## src/design/dpt_pkg.sv

```systemverilog
`default_nettype none
// ----------------------------------------------------------------------------
// dpt_pkg
// Shared constants and types of the demand paging translator.
// ----------------------------------------------------------------------------
package dpt_pkg;

   localparam int PAGE_BITS     = 12;
   localparam int PAGE_NUM_BITS = 10;
   localparam int NUM_FRAMES    = 8;
   localparam int FRAME_BITS    = $clog2(NUM_FRAMES);
   localparam int PAGE_COUNT    = 1 << PAGE_NUM_BITS;
   localparam int ADDR_W        = 22;
   localparam int PHYS_W        = 15;
   localparam int LIMIT_W       = 4;
   localparam int LFSR_W        = 16;

   localparam logic [LFSR_W-1:0]  LFSR_SEED   = 16'hACE1;
   localparam logic [LIMIT_W-1:0] LIMIT_RESET = 4'd8;

   // One write into the slot table.
   typedef struct packed {
      logic                     en;
      logic [FRAME_BITS-1:0]    index;
      logic [PAGE_NUM_BITS-1:0] page;
   } slot_wr_type;

   // Outcome of the associative search.
   typedef struct packed {
      logic                  hit;
      logic [FRAME_BITS-1:0] frame;
   } slot_hit_type;

endpackage
`default_nettype wire

```

## src/design/dpt_slots.sv

```systemverilog
`default_nettype none
// ----------------------------------------------------------------------------
// dpt_slots
// Fully associative slot table: slot i owns physical frame i.
// ----------------------------------------------------------------------------
module dpt_slots
   import dpt_pkg::*;
(
   input  wire logic                     clock,
   input  wire logic                     reset,
   input  wire logic [PAGE_NUM_BITS-1:0] lookup_page,
   output      slot_hit_type             lookup,
   input  wire slot_wr_type              wr,
   input  wire logic [FRAME_BITS-1:0]    victim_index,
   output      logic [PAGE_NUM_BITS-1:0] victim_page
);

   logic [NUM_FRAMES-1:0]    valid_ff;
   logic [PAGE_NUM_BITS-1:0] page_ff [NUM_FRAMES];

   always_ff @(posedge clock) begin
      if (reset) begin
         valid_ff <= '0;
      end else if (wr.en) begin
         valid_ff[wr.index] <= 1'b1;
      end
   end

   always_ff @(posedge clock) begin
      if (wr.en) begin
         page_ff[wr.index] <= wr.page;
      end
   end

   // Resident pages are unique, so the lowest matching slot is the only one.
   always_comb begin
      lookup.hit   = 1'b0;
      lookup.frame = '0;
      for (int i = NUM_FRAMES - 1; i >= 0; i--) begin
         if (valid_ff[i] && (page_ff[i] == lookup_page)) begin
            lookup.hit   = 1'b1;
            lookup.frame = FRAME_BITS'(i);
         end
      end
   end

   assign victim_page = page_ff[victim_index];

endmodule
`default_nettype wire

```

## src/design/dpt_swap_mem.sv

```systemverilog
`default_nettype none
// ----------------------------------------------------------------------------
// dpt_swap_mem
// Swapped-out bitmap, one bit per virtual page, cleared by a sweep after reset.
// ----------------------------------------------------------------------------
module dpt_swap_mem
   import dpt_pkg::*;
(
   input  wire logic                     clock,
   input  wire logic                     reset,
   input  wire logic                     rd_en,
   input  wire logic [PAGE_NUM_BITS-1:0] rd_addr,
   output      logic                     rd_data,
   input  wire logic                     mark_en,
   input  wire logic [PAGE_NUM_BITS-1:0] mark_addr,
   output      logic                     clearing
);

   logic                   mem [PAGE_COUNT];
   logic                   rd_data_ff;
   logic [PAGE_NUM_BITS:0] clr_count_ff;
   logic [PAGE_NUM_BITS:0] clr_count_in;

   assign clearing     = ~clr_count_ff[PAGE_NUM_BITS];
   assign clr_count_in = clr_count_ff + 1'b1;

   always_ff @(posedge clock) begin
      if (reset) begin
         clr_count_ff <= '0;
      end else if (clearing) begin
         clr_count_ff <= clr_count_in;
      end
   end

   always_ff @(posedge clock) begin
      if (clearing) begin
         mem[clr_count_ff[PAGE_NUM_BITS-1:0]] <= 1'b0;
      end else if (mark_en) begin
         mem[mark_addr] <= 1'b1;
      end
   end

   always_ff @(posedge clock) begin
      if (rd_en) begin
         rd_data_ff <= mem[rd_addr];
      end
   end

   assign rd_data = rd_data_ff;

endmodule
`default_nettype wire

```

## src/design/dpt_victim.sv

```systemverilog
`default_nettype none
// ----------------------------------------------------------------------------
// dpt_victim
// Victim picker: 16-bit LFSR reduced modulo the frame limit, a byte a cycle.
// ----------------------------------------------------------------------------
module dpt_victim
   import dpt_pkg::*;
(
   input  wire logic                  clock,
   input  wire logic                  reset,
   input  wire logic                  advance,
   input  wire logic [LIMIT_W-1:0]    limit,
   output      logic                  done,
   output      logic [FRAME_BITS-1:0] victim_frame
);

   logic [LFSR_W-1:0]     lfsr_ff;
   logic [LFSR_W-1:0]     lfsr_in;
   logic                  high_ff;
   logic                  low_ff;
   logic                  done_ff;
   logic [FRAME_BITS-1:0] rem_ff;

   // Shifts the remainder left by one bit at a time, with a single
   // compare-and-subtract per bit since the value stays below twice the limit.
   function automatic logic [FRAME_BITS-1:0] reduce_byte(
      input logic [FRAME_BITS-1:0] rem_start,
      input logic [7:0]            bits,
      input logic [LIMIT_W-1:0]    lim
   );
      logic [FRAME_BITS-1:0] r;
      logic [LIMIT_W-1:0]    t;
      r = rem_start;
      for (int i = 7; i >= 0; i--) begin
         t = LIMIT_W'({r, bits[i]});
         if (t >= lim) begin
            t = t - lim;
         end
         r = t[FRAME_BITS-1:0];
      end
      return r;
   endfunction

   assign lfsr_in = {lfsr_ff[0] ^ lfsr_ff[2] ^ lfsr_ff[3] ^ lfsr_ff[5], lfsr_ff[LFSR_W-1:1]};

   always_ff @(posedge clock) begin
      if (reset) begin
         lfsr_ff <= LFSR_SEED;
         high_ff <= 1'b0;
         low_ff  <= 1'b0;
         done_ff <= 1'b0;
      end else begin
         if (advance) begin
            lfsr_ff <= lfsr_in;
         end
         high_ff <= advance;
         low_ff  <= high_ff;
         done_ff <= low_ff;
      end
   end

   always_ff @(posedge clock) begin
      if (high_ff) begin
         rem_ff <= reduce_byte('0, lfsr_ff[15:8], limit);
      end else if (low_ff) begin
         rem_ff <= reduce_byte(rem_ff, lfsr_ff[7:0], limit);
      end
   end

   assign done         = done_ff;
   assign victim_frame = rem_ff;

endmodule
`default_nettype wire

```

## src/design/demand_paging_translator.sv

```systemverilog
`default_nettype none
// ----------------------------------------------------------------------------
// demand_paging_translator
// Demand-paged virtual to physical translation with random replacement.
// ----------------------------------------------------------------------------
// A hit or a miss that finds a free frame is resolved in the lookup state and
// its result registered; an evicting miss waits in the victim state while the
// victim picker reduces the high, then the low LFSR byte modulo the limit, and
// then does the eviction write-back. Only one request is in flight at a time.
// Reset: after reset the swapped-out bitmap is cleared one entry a cycle, so
// busy stays high through the whole sweep. The receiver cannot stall results.
// ----------------------------------------------------------------------------
module demand_paging_translator
   import dpt_pkg::*;
(
   input  wire logic                     clock,
   input  wire logic                     reset,
   // Request channel
   input  wire logic                     start,
   output      logic                     busy,
   input  wire logic [ADDR_W-1:0]        req_virt_addr,
   // Result channel
   output      logic                     rsp_strobe,
   output      logic [PHYS_W-1:0]        rsp_phys_addr,
   output      logic                     rsp_was_hit,
   output      logic                     rsp_evicted,
   output      logic [PAGE_NUM_BITS-1:0] rsp_victim_page,
   output      logic [FRAME_BITS-1:0]    rsp_victim_frame,
   output      logic                     rsp_load_needed,
   // Configuration channel
   input  wire logic                     csr_valid,
   output      logic                     csr_ready,
   input  wire logic [LIMIT_W-1:0]       csr_frame_limit
);

   // The controller walks through a lookup and, when the frame limit is reached,
   // waits for the victim picker before doing the eviction write-back.
   typedef enum logic [2:0] {
      ST_IDLE   = 3'b001,
      ST_LOOKUP = 3'b010,
      ST_VICTIM = 3'b100
   } state_type;

   state_type                state_ff, state_in;
   logic [LIMIT_W-1:0]       limit_ff;
   logic [LIMIT_W-1:0]       eff_limit;
   logic [LIMIT_W-1:0]       frames_used_ff, frames_used_in;
   logic [PAGE_NUM_BITS-1:0] page_ff;
   logic [PAGE_BITS-1:0]     offset_ff;

   logic                     rsp_strobe_ff,  rsp_strobe_in;
   logic [FRAME_BITS-1:0]    rsp_frame_ff,   rsp_frame_in;
   logic [PAGE_BITS-1:0]     rsp_offset_ff;
   logic                     rsp_hit_ff,     rsp_hit_in;
   logic                     rsp_evicted_ff, rsp_evicted_in;
   logic [PAGE_NUM_BITS-1:0] rsp_vpage_ff,   rsp_vpage_in;
   logic [FRAME_BITS-1:0]    rsp_vframe_ff,  rsp_vframe_in;
   logic                     rsp_load_ff,    rsp_load_in;

   logic                     accept;
   logic                     clearing;
   logic                     swapped_bit;
   logic                     mark_en;
   logic                     victim_advance;
   logic                     victim_done;
   logic [FRAME_BITS-1:0]    victim_frame;
   logic [PAGE_NUM_BITS-1:0] victim_page;
   slot_hit_type             lookup;
   slot_wr_type              slot_wr;

   // The block is held off while the bitmap sweep runs and while a request
   // is in flight; a shown result never holds off the next request.
   assign busy      = clearing || (state_ff != ST_IDLE);
   assign accept    = start && !busy;
   assign csr_ready = 1'b1;

   // A limit of zero behaves as one; a limit above the frame count is capped.
   always_comb begin
      if (limit_ff == '0) begin
         eff_limit = LIMIT_W'(1);
      end else if (limit_ff > LIMIT_W'(NUM_FRAMES)) begin
         eff_limit = LIMIT_W'(NUM_FRAMES);
      end else begin
         eff_limit = limit_ff;
      end
   end

   always_ff @(posedge clock) begin
      if (reset) begin
         limit_ff <= LIMIT_RESET;
      end else if (csr_valid && csr_ready) begin
         limit_ff <= csr_frame_limit;
      end
   end

   // Request capture. Bits above the page number are ignored.
   always_ff @(posedge clock) begin
      if (accept) begin
         page_ff   <= req_virt_addr[PAGE_BITS +: PAGE_NUM_BITS];
         offset_ff <= req_virt_addr[PAGE_BITS-1:0];
      end
   end

   // Main control: lookup, free-frame fill, or eviction after the victim
   // picker has reduced the LFSR modulo the limit.
   always_comb begin
      state_in       = state_ff;
      frames_used_in = frames_used_ff;
      victim_advance = 1'b0;
      mark_en        = 1'b0;
      slot_wr.en     = 1'b0;
      slot_wr.index  = lookup.frame;
      slot_wr.page   = page_ff;
      rsp_strobe_in  = 1'b0;
      rsp_frame_in   = lookup.frame;
      rsp_hit_in     = 1'b0;
      rsp_evicted_in = 1'b0;
      rsp_vpage_in   = '0;
      rsp_vframe_in  = '0;
      rsp_load_in    = 1'b0;
      case (state_ff)
         ST_IDLE: begin
            if (accept) begin
               state_in = ST_LOOKUP;
            end
         end
         ST_LOOKUP: begin
            if (lookup.hit) begin
               rsp_strobe_in = 1'b1;
               rsp_hit_in    = 1'b1;
               state_in      = ST_IDLE;
            end else if (frames_used_ff < eff_limit) begin
               slot_wr.en     = 1'b1;
               slot_wr.index  = frames_used_ff[FRAME_BITS-1:0];
               frames_used_in = frames_used_ff + 1'b1;
               rsp_strobe_in  = 1'b1;
               rsp_frame_in   = frames_used_ff[FRAME_BITS-1:0];
               rsp_load_in    = swapped_bit;
               state_in       = ST_IDLE;
            end else begin
               victim_advance = 1'b1;
               state_in       = ST_VICTIM;
            end
         end
         ST_VICTIM: begin
            if (victim_done) begin
               // The victim is always a resident page other than the new one,
               // so marking it cannot change the bit already read for this page.
               mark_en        = 1'b1;
               slot_wr.en     = 1'b1;
               slot_wr.index  = victim_frame;
               rsp_strobe_in  = 1'b1;
               rsp_frame_in   = victim_frame;
               rsp_evicted_in = 1'b1;
               rsp_vpage_in   = victim_page;
               rsp_vframe_in  = victim_frame;
               rsp_load_in    = swapped_bit;
               state_in       = ST_IDLE;
            end
         end
         default: begin
            state_in = ST_IDLE;
         end
      endcase
   end

   always_ff @(posedge clock) begin
      if (reset) begin
         state_ff       <= ST_IDLE;
         frames_used_ff <= '0;
         rsp_strobe_ff  <= 1'b0;
      end else begin
         state_ff       <= state_in;
         frames_used_ff <= frames_used_in;
         rsp_strobe_ff  <= rsp_strobe_in;
      end
   end

   // Result payload, loaded together with the strobe.
   always_ff @(posedge clock) begin
      if (rsp_strobe_in) begin
         rsp_frame_ff   <= rsp_frame_in;
         rsp_offset_ff  <= offset_ff;
         rsp_hit_ff     <= rsp_hit_in;
         rsp_evicted_ff <= rsp_evicted_in;
         rsp_vpage_ff   <= rsp_vpage_in;
         rsp_vframe_ff  <= rsp_vframe_in;
         rsp_load_ff    <= rsp_load_in;
      end
   end

   assign rsp_strobe       = rsp_strobe_ff;
   assign rsp_phys_addr    = PHYS_W'({rsp_frame_ff, rsp_offset_ff});
   assign rsp_was_hit      = rsp_hit_ff;
   assign rsp_evicted      = rsp_evicted_ff;
   assign rsp_victim_page  = rsp_vpage_ff;
   assign rsp_victim_frame = rsp_vframe_ff;
   assign rsp_load_needed  = rsp_load_ff;

   dpt_slots u_slots (
      .clock        (clock),
      .reset        (reset),
      .lookup_page  (page_ff),
      .lookup       (lookup),
      .wr           (slot_wr),
      .victim_index (victim_frame),
      .victim_page  (victim_page)
   );

   // The bitmap is read for the new page as the request is taken; the bit is
   // held until the next request and used at fill or eviction time.
   dpt_swap_mem u_swap_mem (
      .clock     (clock),
      .reset     (reset),
      .rd_en     (accept),
      .rd_addr   (req_virt_addr[PAGE_BITS +: PAGE_NUM_BITS]),
      .rd_data   (swapped_bit),
      .mark_en   (mark_en),
      .mark_addr (victim_page),
      .clearing  (clearing)
   );

   dpt_victim u_victim (
      .clock        (clock),
      .reset        (reset),
      .advance      (victim_advance),
      .limit        (eff_limit),
      .done         (victim_done),
      .victim_frame (victim_frame)
   );

endmodule
`default_nettype wire

```

## config.mk

```make
export PLATFORM = sky130hd
export DESIGN_NAME = demand_paging_translator
export DESIGN_NICKNAME = d
export VERILOG_FILES = /design/src/design/dpt_pkg.sv /design/src/design/dpt_slots.sv /design/src/design/dpt_swap_mem.sv /design/src/design/dpt_victim.sv /design/src/design/demand_paging_translator.sv
export SDC_FILE = /design/constraint.sdc
export NUM_CORES = 2
export LEC_CHECK = 0
export ABC_CLOCK_PERIOD_IN_PS = 31400
export BUFFER_PORTS_ARGS = -buffer_cell sky130_fd_sc_hd__buf_2
export CAP_MARGIN = 20
export CORE_MARGIN = 1.5
export CORE_UTILIZATION = 58
export DETAILED_ROUTE_END_ITERATION = 6
export PLACE_DENSITY = 0.77
export SLEW_MARGIN = 30
export SYNTH_ARGS = -nofsm -noshare
export SYNTH_HDL_FRONTEND = slang
export SYNTH_HIERARCHICAL = 1
export SYNTH_SLANG_ARGS = --single-unit
```

## constraint.sdc

```tcl
create_clock -name clock -period 31.4 [get_ports clock]
set_input_delay 4.71 -clock clock [delete_from_list [all_inputs] [get_ports clock]]
set_output_delay 4.71 -clock clock [all_outputs]
set_load 0.02 [all_outputs]
```

**After elaboration in Yosys (flattened, before gate mapping)**

Memories as Yosys holds them, arrays and structs flattened. A register that Yosys moved wholly into a read port is not among the register bits.
Cells that the tools add are included.
W data, S select, Z words.

- Register bits after elaboration: 106
- RAM bits: 1104
- Output and inout bits: 34
- Logic and storage cells: 187
- Memories: 2

- Add/subtract/negate cells: 18
- Magnitude comparators: 20
- Equal/unequal tests: 14
- Mux-type cells: 88
- Bitwise logic cells: 6
- Reduce and logical (&&, ||, !) cells: 18

Memory list:

| name | words | bits a word | read ports | clocked after memory_dff | wr ports | line | source |
|---|---|---|---|---|---|---|---|
| u_swap_mem.mem | 1024 | 1 | 1 | 1 | 1 | dpt_swap_mem.sv:19 | `logic mem [PAGE_COUNT];` |
| u_slots.page_ff | 8 | 10 | 9 | 1 | 1 | dpt_slots.sv:19 | `logic [PAGE_NUM_BITS-1:0] page_ff [NUM_FRAMES];` |

Operator list:

| cell | number |
|---|---|
| $mux W3 | 47 |
| $eq A10 B10 Y1 | 8 |
| $ge A4 B4 Y1 | 15 |
| $mux W4 | 13 |
| $sub A3 B3 Y3 | 15 |
| $mux W1 | 20 |
| $add A11 B1 Y11 const B | 1 |
| $mux W11 | 1 |
| $logic_and A1 B1 Y1 | 10 |
| $mux W10 | 1 |
| $pmux W3 S3 | 1 |
| $or A8 B8 Y8 | 1 |
| $pmux W4 S2 | 1 |
| $pmux W3 S2 | 1 |
| $add A4 B1 Y4 const B | 1 |
| $ge A1 B4 Y1 | 1 |
| $gt A4 B4 Y1 const B | 1 |
| $logic_not A4 Y1 | 1 |
| $lt A3 B4 Y1 const B | 1 |
| $lt A4 B4 Y1 | 1 |
| $pmux W1 S2 | 2 |
| $reduce_and A2 Y1 | 2 |
| $demux W1 S3 | 1 |
| $eq A3 B1 Y1 const B | 1 |
| 14 further kinds | 17 |

**Logic depth before layout (Yosys ltp)**

- Depth in word-level cells: 36
- Depth in mapped cells: 48
- Depth with buffers taken out: 48

**Hierarchy**

The synthesis kept the hierarchy.

Modules (own cells, without submodules):

| module | instances | cells each | area each (sq um) | seq. area each (sq um) |
|---|---|---|---|---|
| dpt_swap_mem | 1 | 3187 | 45220.9 | 30999.7 |
| dpt_slots | 1 | 289 | 4351.7 | 2562.5 |
| dpt_victim | 1 | 367 | 3261.9 | 470.5 |
| demand_paging_translator | 1 | 156 | 2434.8 | 1831.8 |

**Worst setup path after synthesis**

No wires, ideal clock.

- Path type: flip-flop to flip-flop
- Start point: register state_ff[1]
- End point: memory u_swap_mem.mem[1023], enable pin
- Library setup time: 0.254 ns
- Data arrival time: 21.022 ns
- Data required time: 31.146 ns
- Slack: 10.124 ns
- Stages on the path, launching flop included: 12
- Buffers on the path: 5
- Clock period less this slack: 21.276 ns
- Cells stage by stage: dfxtp_1 > buf_2 > and4bb_2 > clkbuf_1 > nand2_1 > inv_1 > buf_2 > buf_1 > o21ai_1 > nand4_1 > clkbuf_1 > nor2_1

- Word-level cells in the longest chain between the ends: 7
- Elaborated cells on any way between the ends: 8
- Those cells by class: eq/ne (1); mux (6); reduce/logical (1)

Ends and longest elaborated chain:

| element | line | source |
|---|---|---|
| start: declaration | demand_paging_translator.sv:44 | `state_type state_ff, state_in;` |
| start signal: assignment | demand_paging_translator.sv:173 | `state_ff <= state_in;` |
| $eq A3 B3 Y1 (*) | demand_paging_translator.sv:121 | `case (state_ff)` |
| $mux W1 (*) | -- |  |
| named net mark_en | demand_paging_translator.sv:63 | `logic mark_en;` |
| $mux W1 (*) | dpt_swap_mem.sv:38 | `end else if (mark_en) begin` |
| $mux W1 (*) | dpt_swap_mem.sv:36 | `if (clearing) begin` |
| $mux W1 (not written as such) (*) | dpt_swap_mem.sv:39 | `mem[mark_addr] <= 1'b1;` |
| $reduce_or A1 Y1 (no line) | -- |  |
| $mux W10 (no line) or $mux W1 (tied branches) | -- |  |
| end: declaration | dpt_swap_mem.sv:19 |  |

Mark *: on every way through the listed nets, which the timed path passes. The rest lies on a longest branch.

**Worst setup path after layout**

- Start point: register limit_ff[3]
- End point: register u_victim.rem_ff[2], in the netlist u_victim/victim_frame[2], data pin

- Word-level cells in the longest chain between the ends: 35
- Elaborated cells on any way between the ends: 75
- Those cells by class: add/sub (16); order compare (17); mux (41); reduce/logical (1)

Ends and longest elaborated chain:

| element | line | source |
|---|---|---|
| start: declaration | demand_paging_translator.sv:45 | `logic [LIMIT_W-1:0] limit_ff;` |
| start signal: assignment | demand_paging_translator.sv:92 | `limit_ff <= csr_frame_limit;` |
| $gt A4 B4 Y1 | demand_paging_translator.sv:81 | `end else if (limit_ff > LIMIT_W'(NUM_FRAMES)) begin` |
| $mux W4 | demand_paging_translator.sv:81 |  |
| $mux W4 (*) | demand_paging_translator.sv:79 | `if (limit_ff == '0) begin` |
| named net eff_limit[1] | demand_paging_translator.sv:46 | `logic [LIMIT_W-1:0] eff_limit;` |
| $ge A4 B4 Y1 or $sub A3 B3 Y3 (tied branches) | dpt_victim.sv:36, dpt_victim.sv:37 |  |
| $mux W3 | dpt_victim.sv:36 | `if (t >= lim) begin` |
| $mux W3 | dpt_victim.sv:65 | `end else if (low_ff) begin` |
| $mux W3 | dpt_victim.sv:63 | `if (high_ff) begin` |
| [20 not listed] | -- |  |
| $ge A4 B4 Y1 or $sub A3 B3 Y3 (tied branches) | dpt_victim.sv:36, dpt_victim.sv:37 |  |
| $mux W3 | dpt_victim.sv:36 |  |
| $mux W3 | dpt_victim.sv:65 |  |
| $mux W3 | dpt_victim.sv:63 |  |
| $ge A4 B4 Y1 or $sub A3 B3 Y3 (tied branches) | dpt_victim.sv:36, dpt_victim.sv:37 |  |
| $mux W3 | dpt_victim.sv:36 |  |
| $mux W3 | dpt_victim.sv:65 |  |
| $mux W3 (*) | dpt_victim.sv:63 |  |
| end signal: assignment | dpt_victim.sv:64 | `rem_ff <= reduce_byte('0, lfsr_ff[15:8], limit);` |
| end signal: assignment | dpt_victim.sv:66 | `rem_ff <= reduce_byte(rem_ff, lfsr_ff[7:0], limit);` |
| end: declaration | dpt_victim.sv:22 | `logic [FRAME_BITS-1:0] rem_ff;` |

Mark *: on every way through the listed nets, which the timed path passes. The rest lies on a longest branch. The select of a mux whose other input is x is not followed.
A chain may end at the register's enable or synchronous reset.

==> out/results.txt <==
Proportion of synthesized area in mux cells - 12.7%
Area fraction of the dominant cell type after synthesis - 63.1%
Total track usage - 28.8%
IO Pins - 64
Library cell with the highest instance count after synthesis - sky130_fd_sc_hd__edfxtp_1
Number of remaining DRC errors - 0
Worst hold path type - reg2reg
Maximum number of pins on one net before global-route repair - 297
Placer congestion estimate - 0.849
Status - completed
Worst setup EP type - register
Vias in the first global route - 33300
Final instance area - 0.0602 mm²
Cell Area, Synth - 0.0553 mm²
Net switching fraction of the power - 22.4%
Share of total power in sequential cells - 51.7%
Biggest area consumer among synthesized cells - sky130_fd_sc_hd__edfxtp_1
Clock group share of total power - 40.6%
Synth Net Count - 4111
Number of enable-type register cells in the synthesized netlist - 1161
Top cells by count, synth - 1161 x sky130_fd_sc_hd__edfxtp_1, 1137 x sky130_fd_sc_hd__nor2_1, 238 x sky130_fd_sc_hd__mux4_2
Later-pin clock latency in the skew report - 720 ps
Seq cells post-synth - 1211
Clock period minus final worst setup slack - 11300 ps
Max-slew violation total from the final report - 0
Resized cells post-CTS - 0
Synthesized netlist cell count - 3999
Final wirelength - 141 mm
Via total after detailed routing - 34300
Kind of critical path - reg2reg
Clock tree from TritonCTS - yes
Number of fill cells in the layout - 6666
Headroom to the max-slew limit - 19.8%
Category of the worst setup path launch point - register
Share of the clock period used by the worst path after layout - 36.0%
Post-Route Setup TNS - 0 ps
Avg Vias per Cell - 6.49
Core area - 0.0947 mm²
Drt wl/cell - 26.6 µm
Combinational power share - 7.8%
Global-route congestion overflow total - 0
Number of antenna-violating nets in the routed design - 0
Highest ir drop seen on vdd - 0.0443 mV
Worst Hold Path Cells - 0
Proportion of layout cells with a drive suffix above 1 - 17.2%
Die extent in y - 312 µm
Count of cell types in the netlist - 90
Mean area per synthesized cell - 13.8 µm²
PwrDens - 56.2 mW/mm²
Leakage power summed over all cells - 0.0181 µW
Pre-antenna DRT Iters - 6
Biggest fanout along the worst timing path - 19
Wire length of the first global-routing pass - 207 mm
Power Internal - 2620 µW
Horizontal die dimension - 312 µm
Clk_skew - 32.2 ps
Required @ worst endpoint - 31820 ps
Sequential element share of the synthesized area - 64.9%
Die Outline Area - 0.0972 mm²
Detail Placement HPWL - 77.2 mm
Slew at the pin closest to its max-slew limit - 1200 ps
Post-layout total power - 3380 µW
Cell area after placement - 0.0563 mm²
Row count - 113
Final worst-path setup slack - 20100 ps
Synth area leaders - sky130_fd_sc_hd__edfxtp_1 63%, sky130_fd_sc_hd__mux4_2 9.7%, sky130_fd_sc_hd__nor2_1 7.7%, sky130_fd_sc_hd__mux2i_1 2.3%, sky130_fd_sc_hd__dfxtp_1 1.8%
CTS buffer count - 119
Count of final hold-check violations - 0
Net switching component of the power - 758 µW
Clock slew at the register clock pins of the worst setup and hold paths - 60 ps
Final Net Count - 4035
Share of the synthesized area in compound gates (AO/OA/AOI/OAI) - 4.41%
Worst endpoint data arrival time - 11720 ps
Clock tree root buffer cell - sky130_fd_sc_hd__clkbuf_16
Post-Synth XOR/XNOR Area - 1.69%
Number of port buffers - 62
Initial antenna violation count - 1
Main combinational cell family by area after synthesis - multiplexers
Setup violators final - 0
Share of synthesized cell area in full adder, half adder and majority cells - 2.06%
Maximum level of the CTS H-tree - 3
# placed instances - 5066
Longest individual stage delay on the worst path - 620 ps
Warning count from the yosys run - 6
Number of standard cells in the layout, taps in and fillers out - 5289
Unrepaired setup endpoints after global routing - no
Number of cells on the worst reg-to-reg path - 44
Cell repeated most along the worst path - sky130_fd_sc_hd__fa_1
Signed area change from the synthesized netlist to the final layout - 8.84%
Max-cap violations - 0
Post-CTS Setup Inserts - 0
Synth async-reset ratio - 0%
Number of DRC violations after detailed-routing iteration 0 - 4899
CTS Hold Buffers Added - 0
Worst path slowest cell - sky130_fd_sc_hd__fa_1
Effective utilization at floorplan - 58.3%
Worst-case clock buffer depth - 3
Simple-gate area share of the yosys netlist - 10.9%
Clock net sink count - 1211
Maximum clock rate - 0.0885 GHz
Most frequently used flop master after synthesis - sky130_fd_sc_hd__edfxtp_1
Pre-CTS setup slack - 19640 ps
[critical path: cells and delay by family (launching register included)]
family / cells / cell delay, ps
AO/OA/AOI/OAI: 22 / 4360
adder cells (fa/ha/maj): 8 / 3300
buffers and inverters: 6 / 1400
flip-flops: 1 / 370
multiplexers: 3 / 940
AND/OR/NAND/NOR: 5 / 630
[power groups by stage]
| stage | Sequential, µW | Clock [µW] | Combinational, µW |
|---|---|---|---|
| 2_1_floorplan | 1780 | 0 | 196 |
| 3_3_place_gp | 1780 | 0 | 250 |
| 3_5_place_dp | 1780 | 0 | 259 |
| 4_1_cts | 1750 | 1380 | 260 |
| 5_1_grt | 1750 | 1440 | 286 |
| 6_report | 1750 | 1370 | 263 |
[metal layers]
| layer | GRT usage (%) | up-vias | wire (µm) |
|---|---|---|---|
| li1 | - | 14500 | - |
| met1 | 37.8 | 17300 | 50200 |
| met2 | 45.7 | 2126 | 66500 |
| met3 | 7.69 | 380 | 17800 |
| met4 | 12.5 | 0 | 6340 |
| met5 | 0 | - | 0 |
[sequential cells by signal, summed over array words and instances (netlist names), 3 cells and up]
register / count
u_victim/victim_frame: 3
u_victim/lfsr_ff: 16
rsp_frame_ff: 3
limit_ff: 4
state_ff: 3
u_slots/valid_ff: 8
u_swap_mem/mem: 1024
u_swap_mem/clr_count_ff: 11
offset_ff: 12
rsp_victim_frame: 3
rsp_victim_page: 10
frames_used_ff: 4
page_ff: 10
rsp_offset_ff: 12
u_slots/page_ff: 80
[final cells by class]
type	count	area [µm²]	share of cell area, %
clock inverter	74	538	0.894
clock buffer	147	3210	5.33
sequential	1211	35900	59.6
inverter	62	240	0.399
timing repair buffer	127	891	1.48
multi-input combinational	2402	17800	29.6
tap	1265	1580	2.63
antenna	1	2.50	0.00416
[stage by stage]
stage               hold slack (ps)  utilization (%)
detailed placement              407             59.5
floorplan                       400                -
finish                          422             63.5
global placement                400             59.3
global route                    431             63.5
CTS                             421             63.4
[cells by family after synthesis]
kind of cell | Yosys count
buf+inv | 386
mux | 397
compound gates | 341
simple gates | 1477
fa+ha+maj | 82
xor+xnor | 104
flops | 1211
other cells | 1
[cell usage in the layout, fill, tap and decap left out, types with 15 or more instances in the layout]
cell type                   instances
sky130_fd_sc_hd__a22oi_1           45
sky130_fd_sc_hd__clkinv_2          26
sky130_fd_sc_hd__nand2_1           81
sky130_fd_sc_hd__mux2_2            27
sky130_fd_sc_hd__nor2b_1           15
sky130_fd_sc_hd__mux4_2           238
sky130_fd_sc_hd__fa_1              15
sky130_fd_sc_hd__nor2_1          1125
sky130_fd_sc_hd__nor3_1            34
sky130_fd_sc_hd__edfxtp_1        1161
sky130_fd_sc_hd__clkbuf_16        123
sky130_fd_sc_hd__clkbuf_1          20
sky130_fd_sc_hd__o211ai_1          18
sky130_fd_sc_hd__clkinv_1          32
sky130_fd_sc_hd__a21oi_1           77
sky130_fd_sc_hd__buf_2             60
sky130_fd_sc_hd__mux2i_1          126
sky130_fd_sc_hd__nand4_1           33
sky130_fd_sc_hd__o221ai_1          27
sky130_fd_sc_hd__o22ai_1           17
sky130_fd_sc_hd__ha_1              67
sky130_fd_sc_hd__o21ai_0           35
sky130_fd_sc_hd__nand3_1           29
sky130_fd_sc_hd__nand2b_1          15
sky130_fd_sc_hd__and2_1            21
sky130_fd_sc_hd__dfxtp_1           50
sky130_fd_sc_hd__inv_1             52
sky130_fd_sc_hd__xnor2_1           89
sky130_fd_sc_hd__nand2_2           46
sky130_fd_sc_hd__buf_4             57
[final timing paths]
| kind | startpoint | end | slack [ps] |
|---|---|---|---|
| worst max-delay path | limit_ff[3] | u_victim/victim_frame[2] | 20100 |
| worst min register to register | offset_ff[9] | rsp_offset_ff[9] | 420 |
| worst min-delay path | offset_ff[9] | rsp_offset_ff[9] | 420 |
| worst max register to register | limit_ff[3] | u_victim/victim_frame[2] | 20100 |
Note: power is estimated with default switching activity, not from simulation.
